==> config.mk <==
export PLATFORM = sky130hd
export DESIGN_NAME = distance_vector_table_update
export DESIGN_NICKNAME = d
export VERILOG_FILES = /design/src/rtl/core/dvtu_pkg.sv /design/src/rtl/core/dvtu_ram.sv /design/src/rtl/core/dvtu_relax.sv /design/src/rtl/core/distance_vector_table_update.sv
export SDC_FILE = /design/constraint.sdc
export NUM_CORES = 1
export LEC_CHECK = 0
export BUFFER_PORTS_ARGS = -buffer_cell sky130_fd_sc_hd__buf_4
export CAP_MARGIN = 20
export CORE_MARGIN = 4
export CORE_UTILIZATION = 40
export DETAILED_ROUTE_END_ITERATION = 10
export PLACE_DENSITY = 0.7
export SYNTH_ARGS = -nofsm -noshare
export SYNTH_HDL_FRONTEND = slang
export SYNTH_HIERARCHICAL = 1
export SYNTH_SLANG_ARGS = --single-unit
==> constraint.sdc <==
create_clock -name clock -period 6.2 [get_ports clock]
set_input_delay 0.62 -clock clock [delete_from_list [all_inputs] [get_ports clock]]
set_output_delay 0.62 -clock clock [all_outputs]
set_load 0.01 [all_outputs]
==> src/rtl/core/dvtu_pkg.sv <==
// ----------------------------------------------------------------------------
// dvtu_pkg
// Shared types and constants of the distance-vector table update block.
// ----------------------------------------------------------------------------
package dvtu_pkg;

   localparam int DEFAULT_ENTRIES = 8;

   localparam int OP_W     = 2;
   localparam int INDEX_W  = 3;
   localparam int ROUTER_W = 8;
   localparam int IFACE_W  = 8;
   localparam int COST_W   = 16;
   localparam int ENTRY_W  = ROUTER_W + IFACE_W + COST_W;

   typedef enum logic [OP_W-1:0] {
      OP_LOAD   = 2'd0,
      OP_BEGIN  = 2'd1,
      OP_ADVERT = 2'd2,
      OP_READ   = 2'd3
   } op_type;

   // one table slot as held in the table RAM
   typedef struct packed {
      logic [ROUTER_W-1:0] dest;
      logic [IFACE_W-1:0]  iface;
      logic [COST_W-1:0]   cost;
   } entry_type;

   // verdict of the shared compare unit on one slot
   typedef struct packed {
      logic              match;
      logic              lower;
      logic [COST_W-1:0] sum;
   } relax_type;

endpackage

==> src/rtl/core/dvtu_ram.sv <==
// ----------------------------------------------------------------------------
// dvtu_ram
// Generic single-write, single-read RAM with registered read data.
// ----------------------------------------------------------------------------
module dvtu_ram #(
   parameter int WIDTH = 32,
   parameter int DEPTH = 8
) (
   input  logic                     clock,
   input  logic                     wr_en,
   input  logic [$clog2(DEPTH)-1:0] wr_addr,
   input  logic [WIDTH-1:0]         wr_data,
   input  logic [$clog2(DEPTH)-1:0] rd_addr,
   output logic [WIDTH-1:0]         rd_data
);

   logic [WIDTH-1:0] mem_ff [DEPTH];

   always_ff @(posedge clock) begin
      if (wr_en) begin
         mem_ff[wr_addr] <= wr_data;
      end
      rd_data <= mem_ff[rd_addr];
   end

endmodule

==> src/rtl/core/dvtu_relax.sv <==
// ----------------------------------------------------------------------------
// dvtu_relax
// Shared compare unit: destination match, cost sum and strict-lower test.
// ----------------------------------------------------------------------------
module dvtu_relax (
   input  dvtu_pkg::entry_type              entry,
   input  logic                             entry_valid,
   input  logic [dvtu_pkg::ROUTER_W-1:0]    router_id,
   input  logic [dvtu_pkg::COST_W-1:0]      adv_cost,
   input  logic [dvtu_pkg::COST_W-1:0]      via_cost,
   output dvtu_pkg::relax_type              verdict
);

   import dvtu_pkg::*;

   logic [COST_W:0] sum;

   // 17-bit sum, so no wrap
   assign sum = {1'b0, adv_cost} + {1'b0, via_cost};

   always_comb begin
      verdict.match = entry_valid && (entry.dest == router_id);
      verdict.lower = verdict.match && (sum < {1'b0, entry.cost});
      verdict.sum   = sum[COST_W-1:0];
   end

endmodule

==> src/rtl/core/distance_vector_table_update.sv <==
// ----------------------------------------------------------------------------
// distance_vector_table_update
// Routing table with load, read, begin-vector and advertised-entry commands.
// ----------------------------------------------------------------------------
// From accepted start to rsp_strobe: a load writes its slot in ST_LOAD, a read
// passes ST_READ and ST_RDATA, and begin vector and advertised entry scan every slot.
// One command at a time: busy stays high until the result beat is issued, and
// a new start is taken in the very cycle that rsp_strobe is high.
// The scan time is set by the table RAM's single read port, one slot a cycle.
// Synchronous reset marks every slot invalid and clears the latched via pair.
// ----------------------------------------------------------------------------
module distance_vector_table_update #(
   parameter int ENTRIES = dvtu_pkg::DEFAULT_ENTRIES
) (
   input  logic                            clock,
   input  logic                            reset,
   input  logic                            start,
   output logic                            busy,
   input  logic [dvtu_pkg::OP_W-1:0]       req_operation,
   input  logic [dvtu_pkg::INDEX_W-1:0]    req_entry_index,
   input  logic [dvtu_pkg::ROUTER_W-1:0]   req_router_id,
   input  logic [dvtu_pkg::IFACE_W-1:0]    req_link_interface,
   input  logic [dvtu_pkg::COST_W-1:0]     req_path_cost,
   output logic                            rsp_strobe,
   output logic [dvtu_pkg::INDEX_W-1:0]    rsp_out_index,
   output logic [dvtu_pkg::ROUTER_W-1:0]   rsp_out_router,
   output logic [dvtu_pkg::IFACE_W-1:0]    rsp_out_interface,
   output logic [dvtu_pkg::COST_W-1:0]     rsp_out_cost,
   output logic                            rsp_out_valid,
   output logic                            rsp_hit_flag
);

   import dvtu_pkg::*;

   localparam int IDX_W = $clog2(ENTRIES);
   localparam int CNT_W = $clog2(ENTRIES + 1);

   typedef enum logic [4:0] {
      ST_IDLE  = 5'b00001,
      ST_LOAD  = 5'b00010,
      ST_READ  = 5'b00100,
      ST_RDATA = 5'b01000,
      ST_SCAN  = 5'b10000
   } state_type;

   // sequencer state
   state_type            state_ff,     state_in;
   logic [CNT_W-1:0]     scan_cnt_ff,  scan_cnt_in;
   logic                 chk_vld_ff,   chk_vld_in;
   logic [IDX_W-1:0]     chk_addr_ff,  chk_addr_in;
   logic                 found_ff,     found_in;
   logic                 hit_ff,       hit_in;

   // table valid bits and latched via pair
   logic [ENTRIES-1:0]   valid_ff,     valid_in;
   logic [IFACE_W-1:0]   via_iface_ff, via_iface_in;
   logic [COST_W-1:0]    via_cost_ff,  via_cost_in;

   // command beat held for the duration of the command
   op_type               op_ff,        op_in;
   logic [INDEX_W-1:0]   index_ff,     index_in;
   logic [ROUTER_W-1:0]  router_ff,    router_in;
   logic [IFACE_W-1:0]   iface_ff,     iface_in;
   logic [COST_W-1:0]    cost_ff,      cost_in;

   // result beat
   logic                 strobe_ff,    strobe_in;
   logic [INDEX_W-1:0]   o_index_ff,   o_index_in;
   logic [ROUTER_W-1:0]  o_router_ff,  o_router_in;
   logic [IFACE_W-1:0]   o_iface_ff,   o_iface_in;
   logic [COST_W-1:0]    o_cost_ff,    o_cost_in;
   logic                 o_valid_ff,   o_valid_in;
   logic                 o_hit_ff,     o_hit_in;

   // table RAM port
   logic                 ram_we;
   logic [IDX_W-1:0]     ram_waddr;
   entry_type            ram_wdata;
   logic [IDX_W-1:0]     ram_raddr;
   logic [ENTRY_W-1:0]   ram_rdata;
   entry_type            rd_entry;

   logic                 accept;
   logic                 in_range;
   logic [IDX_W-1:0]     req_addr;
   relax_type            verdict;

   assign accept    = start && (state_ff == ST_IDLE);
   assign busy      = (state_ff != ST_IDLE);
   assign in_range  = (32'(index_ff) < ENTRIES);
   assign req_addr  = IDX_W'(index_ff);
   assign rd_entry  = entry_type'(ram_rdata);

   dvtu_ram #(
      .WIDTH (ENTRY_W),
      .DEPTH (ENTRIES)
   ) u_table (
      .clock   (clock),
      .wr_en   (ram_we),
      .wr_addr (ram_waddr),
      .wr_data (ram_wdata),
      .rd_addr (ram_raddr),
      .rd_data (ram_rdata)
   );

   // one slot judged per cycle, for both begin vector and advertised entry
   dvtu_relax u_relax (
      .entry       (rd_entry),
      .entry_valid (valid_ff[chk_addr_ff]),
      .router_id   (router_ff),
      .adv_cost    (cost_ff),
      .via_cost    (via_cost_ff),
      .verdict     (verdict)
   );

   always_comb begin
      state_in     = state_ff;
      scan_cnt_in  = scan_cnt_ff;
      chk_vld_in   = 1'b0;
      chk_addr_in  = chk_addr_ff;
      found_in     = found_ff;
      hit_in       = hit_ff;
      valid_in     = valid_ff;
      via_iface_in = via_iface_ff;
      via_cost_in  = via_cost_ff;
      op_in        = op_ff;
      index_in     = index_ff;
      router_in    = router_ff;
      iface_in     = iface_ff;
      cost_in      = cost_ff;
      strobe_in    = 1'b0;
      o_index_in   = index_ff;
      o_router_in  = '0;
      o_iface_in   = '0;
      o_cost_in    = '0;
      o_valid_in   = 1'b0;
      o_hit_in     = 1'b0;
      ram_we       = 1'b0;
      ram_waddr    = req_addr;
      ram_wdata    = '{dest: router_ff, iface: iface_ff, cost: cost_ff};
      ram_raddr    = req_addr;

      unique case (state_ff)
         ST_IDLE: begin
            if (accept) begin
               // capture the command beat and pick the sequence
               op_in       = op_type'(req_operation);
               index_in    = req_entry_index;
               router_in   = req_router_id;
               iface_in    = req_link_interface;
               cost_in     = req_path_cost;
               scan_cnt_in = '0;
               found_in    = 1'b0;
               hit_in      = 1'b0;
               unique case (op_type'(req_operation))
                  OP_LOAD:   state_in = ST_LOAD;
                  OP_READ:   state_in = ST_READ;
                  OP_BEGIN: begin
                     // a new vector forgets the previous sender
                     via_iface_in = '0;
                     via_cost_in  = '0;
                     state_in     = ST_SCAN;
                  end
                  OP_ADVERT: state_in = ST_SCAN;
                  default:   state_in = ST_IDLE;
               endcase
            end
         end

         ST_LOAD: begin
            // drop loads aimed beyond the table
            if (in_range) begin
               ram_we             = 1'b1;
               valid_in[req_addr] = 1'b1;
            end
            strobe_in = 1'b1;
            state_in  = ST_IDLE;
         end

         ST_READ: begin
            state_in = ST_RDATA;
         end

         ST_RDATA: begin
            // an invalid or out-of-range slot reads back as all zero
            if (in_range && valid_ff[req_addr]) begin
               o_router_in = rd_entry.dest;
               o_iface_in  = rd_entry.iface;
               o_cost_in   = rd_entry.cost;
               o_valid_in  = 1'b1;
            end
            strobe_in = 1'b1;
            state_in  = ST_IDLE;
         end

         ST_SCAN: begin
            // issue the next slot address while the previous one is judged
            if (scan_cnt_ff != CNT_W'(ENTRIES)) begin
               ram_raddr   = scan_cnt_ff[IDX_W-1:0];
               chk_vld_in  = 1'b1;
               chk_addr_in = scan_cnt_ff[IDX_W-1:0];
               scan_cnt_in = scan_cnt_ff + CNT_W'(1);
            end

            if (chk_vld_ff) begin
               if (op_ff == OP_BEGIN) begin
                  // first matching slot wins
                  if (verdict.match && !found_ff) begin
                     via_iface_in = rd_entry.iface;
                     via_cost_in  = rd_entry.cost;
                     found_in     = 1'b1;
                     hit_in       = 1'b1;
                  end
               end else if (verdict.lower) begin
                  // write back the cheaper route through the sender
                  ram_we    = 1'b1;
                  ram_waddr = chk_addr_ff;
                  ram_wdata = '{dest: rd_entry.dest, iface: via_iface_ff, cost: verdict.sum};
                  hit_in    = 1'b1;
               end
            end

            if ((scan_cnt_ff == CNT_W'(ENTRIES)) && !chk_vld_ff) begin
               o_hit_in  = hit_ff;
               strobe_in = 1'b1;
               state_in  = ST_IDLE;
            end
         end

         default: state_in = ST_IDLE;
      endcase
   end

   // control state
   always_ff @(posedge clock) begin
      if (reset) begin
         state_ff     <= ST_IDLE;
         scan_cnt_ff  <= '0;
         chk_vld_ff   <= 1'b0;
         found_ff     <= 1'b0;
         hit_ff       <= 1'b0;
         valid_ff     <= '0;
         via_iface_ff <= '0;
         via_cost_ff  <= '0;
         strobe_ff    <= 1'b0;
      end else begin
         state_ff     <= state_in;
         scan_cnt_ff  <= scan_cnt_in;
         chk_vld_ff   <= chk_vld_in;
         found_ff     <= found_in;
         hit_ff       <= hit_in;
         valid_ff     <= valid_in;
         via_iface_ff <= via_iface_in;
         via_cost_ff  <= via_cost_in;
         strobe_ff    <= strobe_in;
      end
   end

   // payload, no reset needed
   always_ff @(posedge clock) begin
      chk_addr_ff <= chk_addr_in;
      op_ff       <= op_in;
      index_ff    <= index_in;
      router_ff   <= router_in;
      iface_ff    <= iface_in;
      cost_ff     <= cost_in;
      o_index_ff  <= o_index_in;
      o_router_ff <= o_router_in;
      o_iface_ff  <= o_iface_in;
      o_cost_ff   <= o_cost_in;
      o_valid_ff  <= o_valid_in;
      o_hit_ff    <= o_hit_in;
   end

   assign rsp_strobe        = strobe_ff;
   assign rsp_out_index     = o_index_ff;
   assign rsp_out_router    = o_router_ff;
   assign rsp_out_interface = o_iface_ff;
   assign rsp_out_cost      = o_cost_ff;
   assign rsp_out_valid     = o_valid_ff;
   assign rsp_hit_flag      = o_hit_ff;

`ifndef SYNTH
   // a result beat always closes a command that was in flight
   a_strobe_after_busy: assert property (@(posedge clock) disable iff (reset)
      rsp_strobe |-> $past(busy))
      else $error("result beat without a command in flight");

   // the table is written only under a command
   a_write_when_busy: assert property (@(posedge clock) disable iff (reset)
      ram_we |-> busy)
      else $error("table write while idle");

   // a slot under judgement never outlives the scan
   a_check_in_scan: assert property (@(posedge clock) disable iff (reset)
      chk_vld_ff |-> (state_ff == ST_SCAN))
      else $error("slot check pending outside the scan");

   // a valid read-back only comes with a read command's beat
   a_valid_on_strobe: assert property (@(posedge clock) disable iff (reset)
      rsp_out_valid && rsp_strobe |-> ($past(op_ff) == OP_READ))
      else $error("valid read-back outside a read");
`endif

endmodule
==> results_dict.tcl, run 1 <==
set metrics [dict create \
    outcome "completed" \
    post-cts-setup-buffers 0 \
    globalRoute.busiestLayer "met2" \
    synth_top_cells_by_count "296 x edfxtp_1, 114 x dfxtp_1, 68 x mux2_2" \
    drt.antenna.violating_nets 0 \
    leakagePower_uw 0.00677 \
    n_fill_cell 3415 \
    h-tree-depth 2 \
    grt_use_total_pct 15.3 \
    kind_of_critical_path "flip-flop to flip-flop" \
    syn2layout_area_growth_pct 15.7 \
    routabilityCongestion 0.801 \
    floorplan.die.height_um 211 \
    clockBufferDepth 3 \
    antenna_violations_before_repair 1 \
    grtUsageMet1_pct 22.2 \
    cts.clk_slew.worst_paths_ps 60 \
    use_met2_pct 24.5 \
    nets 1158 \
    place_hpwl_um 21400 \
    final_max_slew_viol_count 0 \
    worst_path_max_delay_cell "a21boi_0" \
    drt-wirelength-per-cell_um 21.0 \
    seqCellArea_um2 11200 \
    data_required_critical_path_ps 6410 \
    synth_most_common_cell "edfxtp_1" \
    route.detailed.vias_per_inst 5.28 \
    fin_worst_skew_ps 14.5 \
    cp.buffers_inverters 2 \
    die_width_um 211 \
    hold_viol 0 \
    met3_usage_pct 2.31 \
    path_cells "ha_1 > fa_1 > a21o_1 > a31o_1 > a2111oi_4 > o31ai_1 > a21oi_2 > xnor2_1 > ha_1 > a21o_1 > a211oi_1 > o2111ai_1 > a221oi_2 > a21boi_0 > nand3_4 > buf_4 > mux2_2 > nand2b_1 > nor2_4 > buf_4" \
    slew-limit-headroom_pct 30.7 \
    irDropWorstVdd_uv 200 \
    yosys.area.top_type "edfxtp_1" \
    yosysWarningCount 6 \
    report.power.total_uw 5970 \
    pin_count_of_the_biggest_net_entering_global_routing 65 \
    multiInputGateArea_um2 5050 \
    initial_core_utilization_pct 40.5 \
    final_min_period_over_clock_period_pct 92.7 \
    dr_total_vias 8687 \
    synth_top_area_share_pct 53.7 \
    global_route.overflow_total 0 \
    grt_pass1_vias 8769 \
    register_area_share_after_synthesis_pct 67.5 \
    worstSkewPairLatency_ps 550 \
    first_iter_violations 653 \
    cts-root-buf "clkbuf_16" \
    placement_rows 74 \
    synth_flop_cell "edfxtp_1" \
    cts_sinks 410 \
    cp_top_family "compound AO/OA/AOI/OAI gates" \
    async_flop_share_pct 0 \
    post_synthesis_net_count 1059 \
    instances_no_fill 1644 \
    crit_path_max_fanout 19 \
    power_per_cell_area_nw_per_um2 312 \
    max_slew.worst_pin.slew_ps 1030 \
    final-setup-viol-count 0 \
    cts_repair_resize_count 0 \
    drive_above_1_share_pct 24.6 \
    synth-edff-count 296 \
    synth_area_um2 16500 \
    hold_buffers 0 \
    pre_cts_ws_ps 499 \
    cts_made_buffers 41 \
    grt_setup_unrepaired "false" \
    yosys.cell_types.count 68 \
    drt_drc_violations_left 0 \
    min-delay-path-class "input port to flip-flop" \
    grt_first_pass_wirelength_um 52900 \
    post-route-worst-setup-slack_ps 452 \
    max_freq_mhz 174 \
    worst_path_largest_cell_delay_ps 480 \
    maxCapViolations 0 \
    arrival_ps 5960 \
    place_inst 1570 \
    port-buffer-count 78 \
    fp.dieArea_um2 44700 \
    tritoncts_clock_tree "yes" \
    worstSetupEndpointType "flip-flop" \
    drt_first_pass_iters 5 \
    pin_count 79 \
    netlist_instances 982 \
    area_inside_the_core_boundary_um2 40800 \
    num_antenna_cells 0 \
    final.min_clock_period_ps 5750 \
    finalWirelength_um 34600 \
    ys_ff_latch 410 \
    avgSynthCellArea_um2 16.9 \
    kind_of_launch_point_of_the_worst_setup_path "flip-flop" \
    synth.area.top_cells "edfxtp_1 54%, dfxtp_1 14%, mux4_1 6.4%" \
]
[path summary, 6_finish.rpt]
kind	start	end	slack, ps	cells past startpoint
min reg2reg	hit_ff	hit_ff	460	2
max	cost_ff[0]	u_table/mem_ff[2][18]	450	20
max reg2reg	cost_ff[0]	u_table/mem_ff[2][18]	450	20
min	req_link_interface[0]	iface_ff[0]	240	1
[metrics by stage]
step / area (um2) / utilization (%) / hold WS [ps] / TNS, ps
2_1_floorplan: 16500 / - / 346 / -42420
3_3_place_gp: 17800 / 43.6 / 439 / 0
3_5_place_dp: 17800 / 43.6 / 448 / 0
4_1_cts: 19100 / 46.9 / 222 / 0
5_1_grt: 19100 / 46.9 / 225 / 0
6_report: 19100 / 46.9 / 243 / 0
[logic make-up (layout without fill, tap and decap cells)]
logic type               after synthesis  in the layout  share of synthesized area [%]
flip-flops                           410            410                           67.5
AND/OR/NAND/NOR                      205            205                           6.62
multiplexers                         161            161                           16.2
AO/OA/AOI/OAI                         76             76                           3.18
buffers and inverters                 72            202                           2.56
adder cells (fa/ha/maj)               37             37                           2.84
XOR/XNOR                              21             21                           1.11
[worst register-to-register path, cell delays in order (launching register included)]
cell and delay (ps):
edfxtp_1 380, ha_1 240, fa_1 410, a21o_1 240, a31o_1 270, a2111oi_4 320, o31ai_1 140, a21oi_2 190
xnor2_1 160, ha_1 280, a21o_1 170, a211oi_1 240, o2111ai_1 160, a221oi_2 270, a21boi_0 480, nand3_4 150
buf_4 280, mux2_2 370, nand2b_1 240, nor2_4 120, buf_4 330
[state kept, by name, summed over array words and instances (netlist names), 16 cells and up]
name / cells
cost_ff: 16
rsp_out_cost: 16
u_table/mem_ff: 256
u_table/rd_data: 32
via_cost_ff: 16
[cell type report]
class,instances,area share [%]
timing repair buffer,99,4.14
multi-input combinational,500,26.4
tap,532,3.48
clock buffer,52,5.74
clock inverter,22,1.33
inverter,29,0.595
sequential,410,58.4
[per-layer routing]
layer  share of wire (%)  up-vias  wire length [um]
li1                    -     3990                 -
met1                  45     4404             15600
met5                   0        -                 0
met4                 1.9        0               671
met2                  48      247             16500
met3                 5.3       46              1820
[placed cells by master (no fill, tap or decap), types with 6 or more instances in the layout]
cell | Yosys | routed
a21o_1 | 7 | 7
a21oi_1 | 27 | 27
and2_1 | 26 | 26
buf_4 | 0 | 95
clkbuf_1 | 16 | 9
clkbuf_16 | 0 | 42
clkinv_1 | 0 | 10
dfxtp_1 | 114 | 114
edfxtp_1 | 296 | 296
ha_1 | 36 | 36
inv_1 | 28 | 28
mux2_2 | 68 | 68
mux2i_1 | 26 | 26
mux4_1 | 40 | 40
mux4_2 | 26 | 26
nand2_1 | 52 | 52
nand2b_1 | 31 | 31
nand3_1 | 12 | 12
nor2_1 | 28 | 22
nor2_4 | 0 | 6
nor2b_1 | 6 | 6
nor3_1 | 21 | 18
o211ai_1 | 6 | 6
xnor2_1 | 8 | 8
xor2_1 | 13 | 13
[where the power goes]
group / switching (uW) / internal (uW)
logic: 224 / 187
registers: 53.2 / 3020
clock network: 1020 / 1470
Power figures use the tool's default switching activity.
==> run 2, diff against run 1 <==
Settings changed: CORE_ASPECT_RATIO from default to 0.75.
==> run 2 against run 1 <==
  * Via count increased by 1.0%
  * Flip-flop and latch count unchanged
  * Design area decreased by 0.28%
  * Critical path type unchanged
  * Wire length increased by 1.6%
  * Core utilization decreased by 0.14 points
  * Clock power decreased by 5%
  * Combinational power about the same
  * Count of clock-buffer cells in the layout increased by 7
  * Register-to-register slack improved by 90 ps
  * Setup slack improved by 88 ps
  * Largest cell class unchanged
  * Die area about the same
  * Non-clock buffer count decreased by 1
==> results_dict.tcl, run 2 (synthesis results as in run 1) <==
set metrics [dict create \
    num_antenna_cells 0 \
    antenna_violations_before_repair 2 \
    post-cts-setup-buffers 0 \
    pre_cts_ws_ps 550 \
    placement_rows 64 \
    cts.clk_slew.worst_paths_ps 60 \
    arrival_ps 5890 \
    grt_pass1_vias 8803 \
    worstSkewPairLatency_ps 550 \
    drt_first_pass_iters 5 \
    min-delay-path-class "input port to flip-flop" \
    nets 1156 \
    hold_buffers 0 \
    outcome "completed" \
    clockBufferDepth 3 \
    data_required_critical_path_ps 6430 \
    drt.antenna.violating_nets 0 \
    commonest_non_fill_non_tap_cell_in_the_layout "edfxtp_1" \
    global_route.overflow_total 0 \
    h-tree-depth 2 \
    hold-worst-slack_ps 243 \
    registers.top_by_ff_count "u_table/mem_ff" \
    final-setup-viol-count 0 \
    kind_of_launch_point_of_the_worst_setup_path "flip-flop" \
    irDropWorstVdd_uv 206 \
    grt_first_pass_wirelength_um 53400 \
    routabilityCongestion 0.842 \
    first_iter_violations 697 \
    layout_top_registers "u_table/mem_ff x256, u_table/rd_data x32" \
    post_dp_cell_area_um2 17800 \
    area_inside_the_core_boundary_um2 40800 \
    power_per_cell_area_nw_per_um2 306 \
    place_hpwl_um 21900 \
    instances_no_fill 1639 \
    port-buffer-count 78 \
    syn2layout_area_growth_pct 15.3 \
    kind_of_critical_path "flip-flop to flip-flop" \
    cts-root-buf "clkbuf_16" \
    hold_viol 0 \
    fin_worst_skew_ps 32.9 \
    place_inst 1564 \
    post-route-worst-setup-slack_ps 540 \
    floorplan.die.height_um 184 \
    route.detailed.vias_per_inst 5.36 \
    fp.dieArea_um2 44700 \
    crit_path_max_fanout 32 \
    cts_made_buffers 40 \
    max_freq_mhz 177 \
    maxCapViolations 0 \
    worstSetupEndpointType "flip-flop" \
    final.min_clock_period_ps 5660 \
    grt_use_total_pct 15.5 \
    number_of_flip_flops_in_the_largest_register 256 \
    max_slew.worst_pin.slew_ps 906 \
    initial_core_utilization_pct 40.5 \
    drt_drc_violations_left 0 \
    grt_setup_unrepaired "false" \
    fin_util_pct 46.7 \
    drive_above_1_share_pct 24.8 \
    dr_total_vias 8777 \
    pin_count_of_the_biggest_net_entering_global_routing 65 \
    die_width_um 243 \
    most-common-layout-cells "296 x edfxtp_1, 114 x dfxtp_1, 91 x buf_4" \
    final_max_slew_viol_count 0 \
    pin_count 79 \
    final_area_um2 19100 \
    cts_repair_resize_count 0 \
    tritoncts_clock_tree "yes" \
    drt-wirelength-per-cell_um 21.4 \
    leakagePower_uw 0.00674 \
    cts_sinks 410 \
    final_min_period_over_clock_period_pct 91.3 \
    finalWirelength_um 35100 \
    slew-limit-headroom_pct 39.6 \
]
run 2: cell count changes in the layout (fill, tap and decap cells not counted), sizes merged:
cell    change
bufinv      -4
inv         -1
buf         -1
clkinv      -2
clkbuf      +7
run 2: layer usage:
metal,track usage (%),part of all wire [%]
met1,22.6,46
met2,24.1,46
met3,2.66,5.5
met4,4.89,2.7
met5,0,0
run 2: area by class of cell:
type	count	area, um2
inverter	29	114
timing repair buffer	98	808
tap	528	661
multi-input combinational	500	5050
fill	3429	21700
clock buffer	59	1170
clock inverter	15	115
sequential	410	11200
run 2: final timing paths:
check                     startpoint                     to  slack, ps  cells after the start
setup reg to reg          cost_ff[0]  u_table/mem_ff[0][26]        540                     19
hold / removal      req_path_cost[8]             cost_ff[8]        240                      1
hold reg to reg   u_table/rd_data[1]         via_cost_ff[1]        460                      2
setup / recovery          cost_ff[0]  u_table/mem_ff[0][26]        540                     19
run 2: power breakdown:
part	leakage (uW)	switching, uW	internal (uW)	total [uW]
combinational	0.00250	220	187	407
sequential	0.00361	53.7	3020	3070
clock	0.000631	1010	1360	2370
total	0.00674	1280	4570	5850
run 2: critical path: stages, from the launching register on:
cell and delay (ps):
edfxtp_1 390, ha_1 240, fa_1 420, a21o_1 230
a31o_1 290, a2111oi_4 370, o31ai_1 150, a21oi_2 160
xnor2_1 160, ha_1 280, a21o_1 170, a211oi_1 260
o2111ai_1 180, a221oi_2 300, a21boi_0 440, nand3_4 150
mux2_2 310, nand2b_1 300, nor3_2 250, buf_12 270
run 2: through the flow:
| stage | TNS (ps) | power (uW) |
|---|---|---|
| floorplan | -42420 | 3400 |
| global placement | 0 | 3530 |
| detailed placement | 0 | 3540 |
| CTS | 0 | 5920 |
| global route | 0 | 6070 |
| finish | 0 | 5850 |
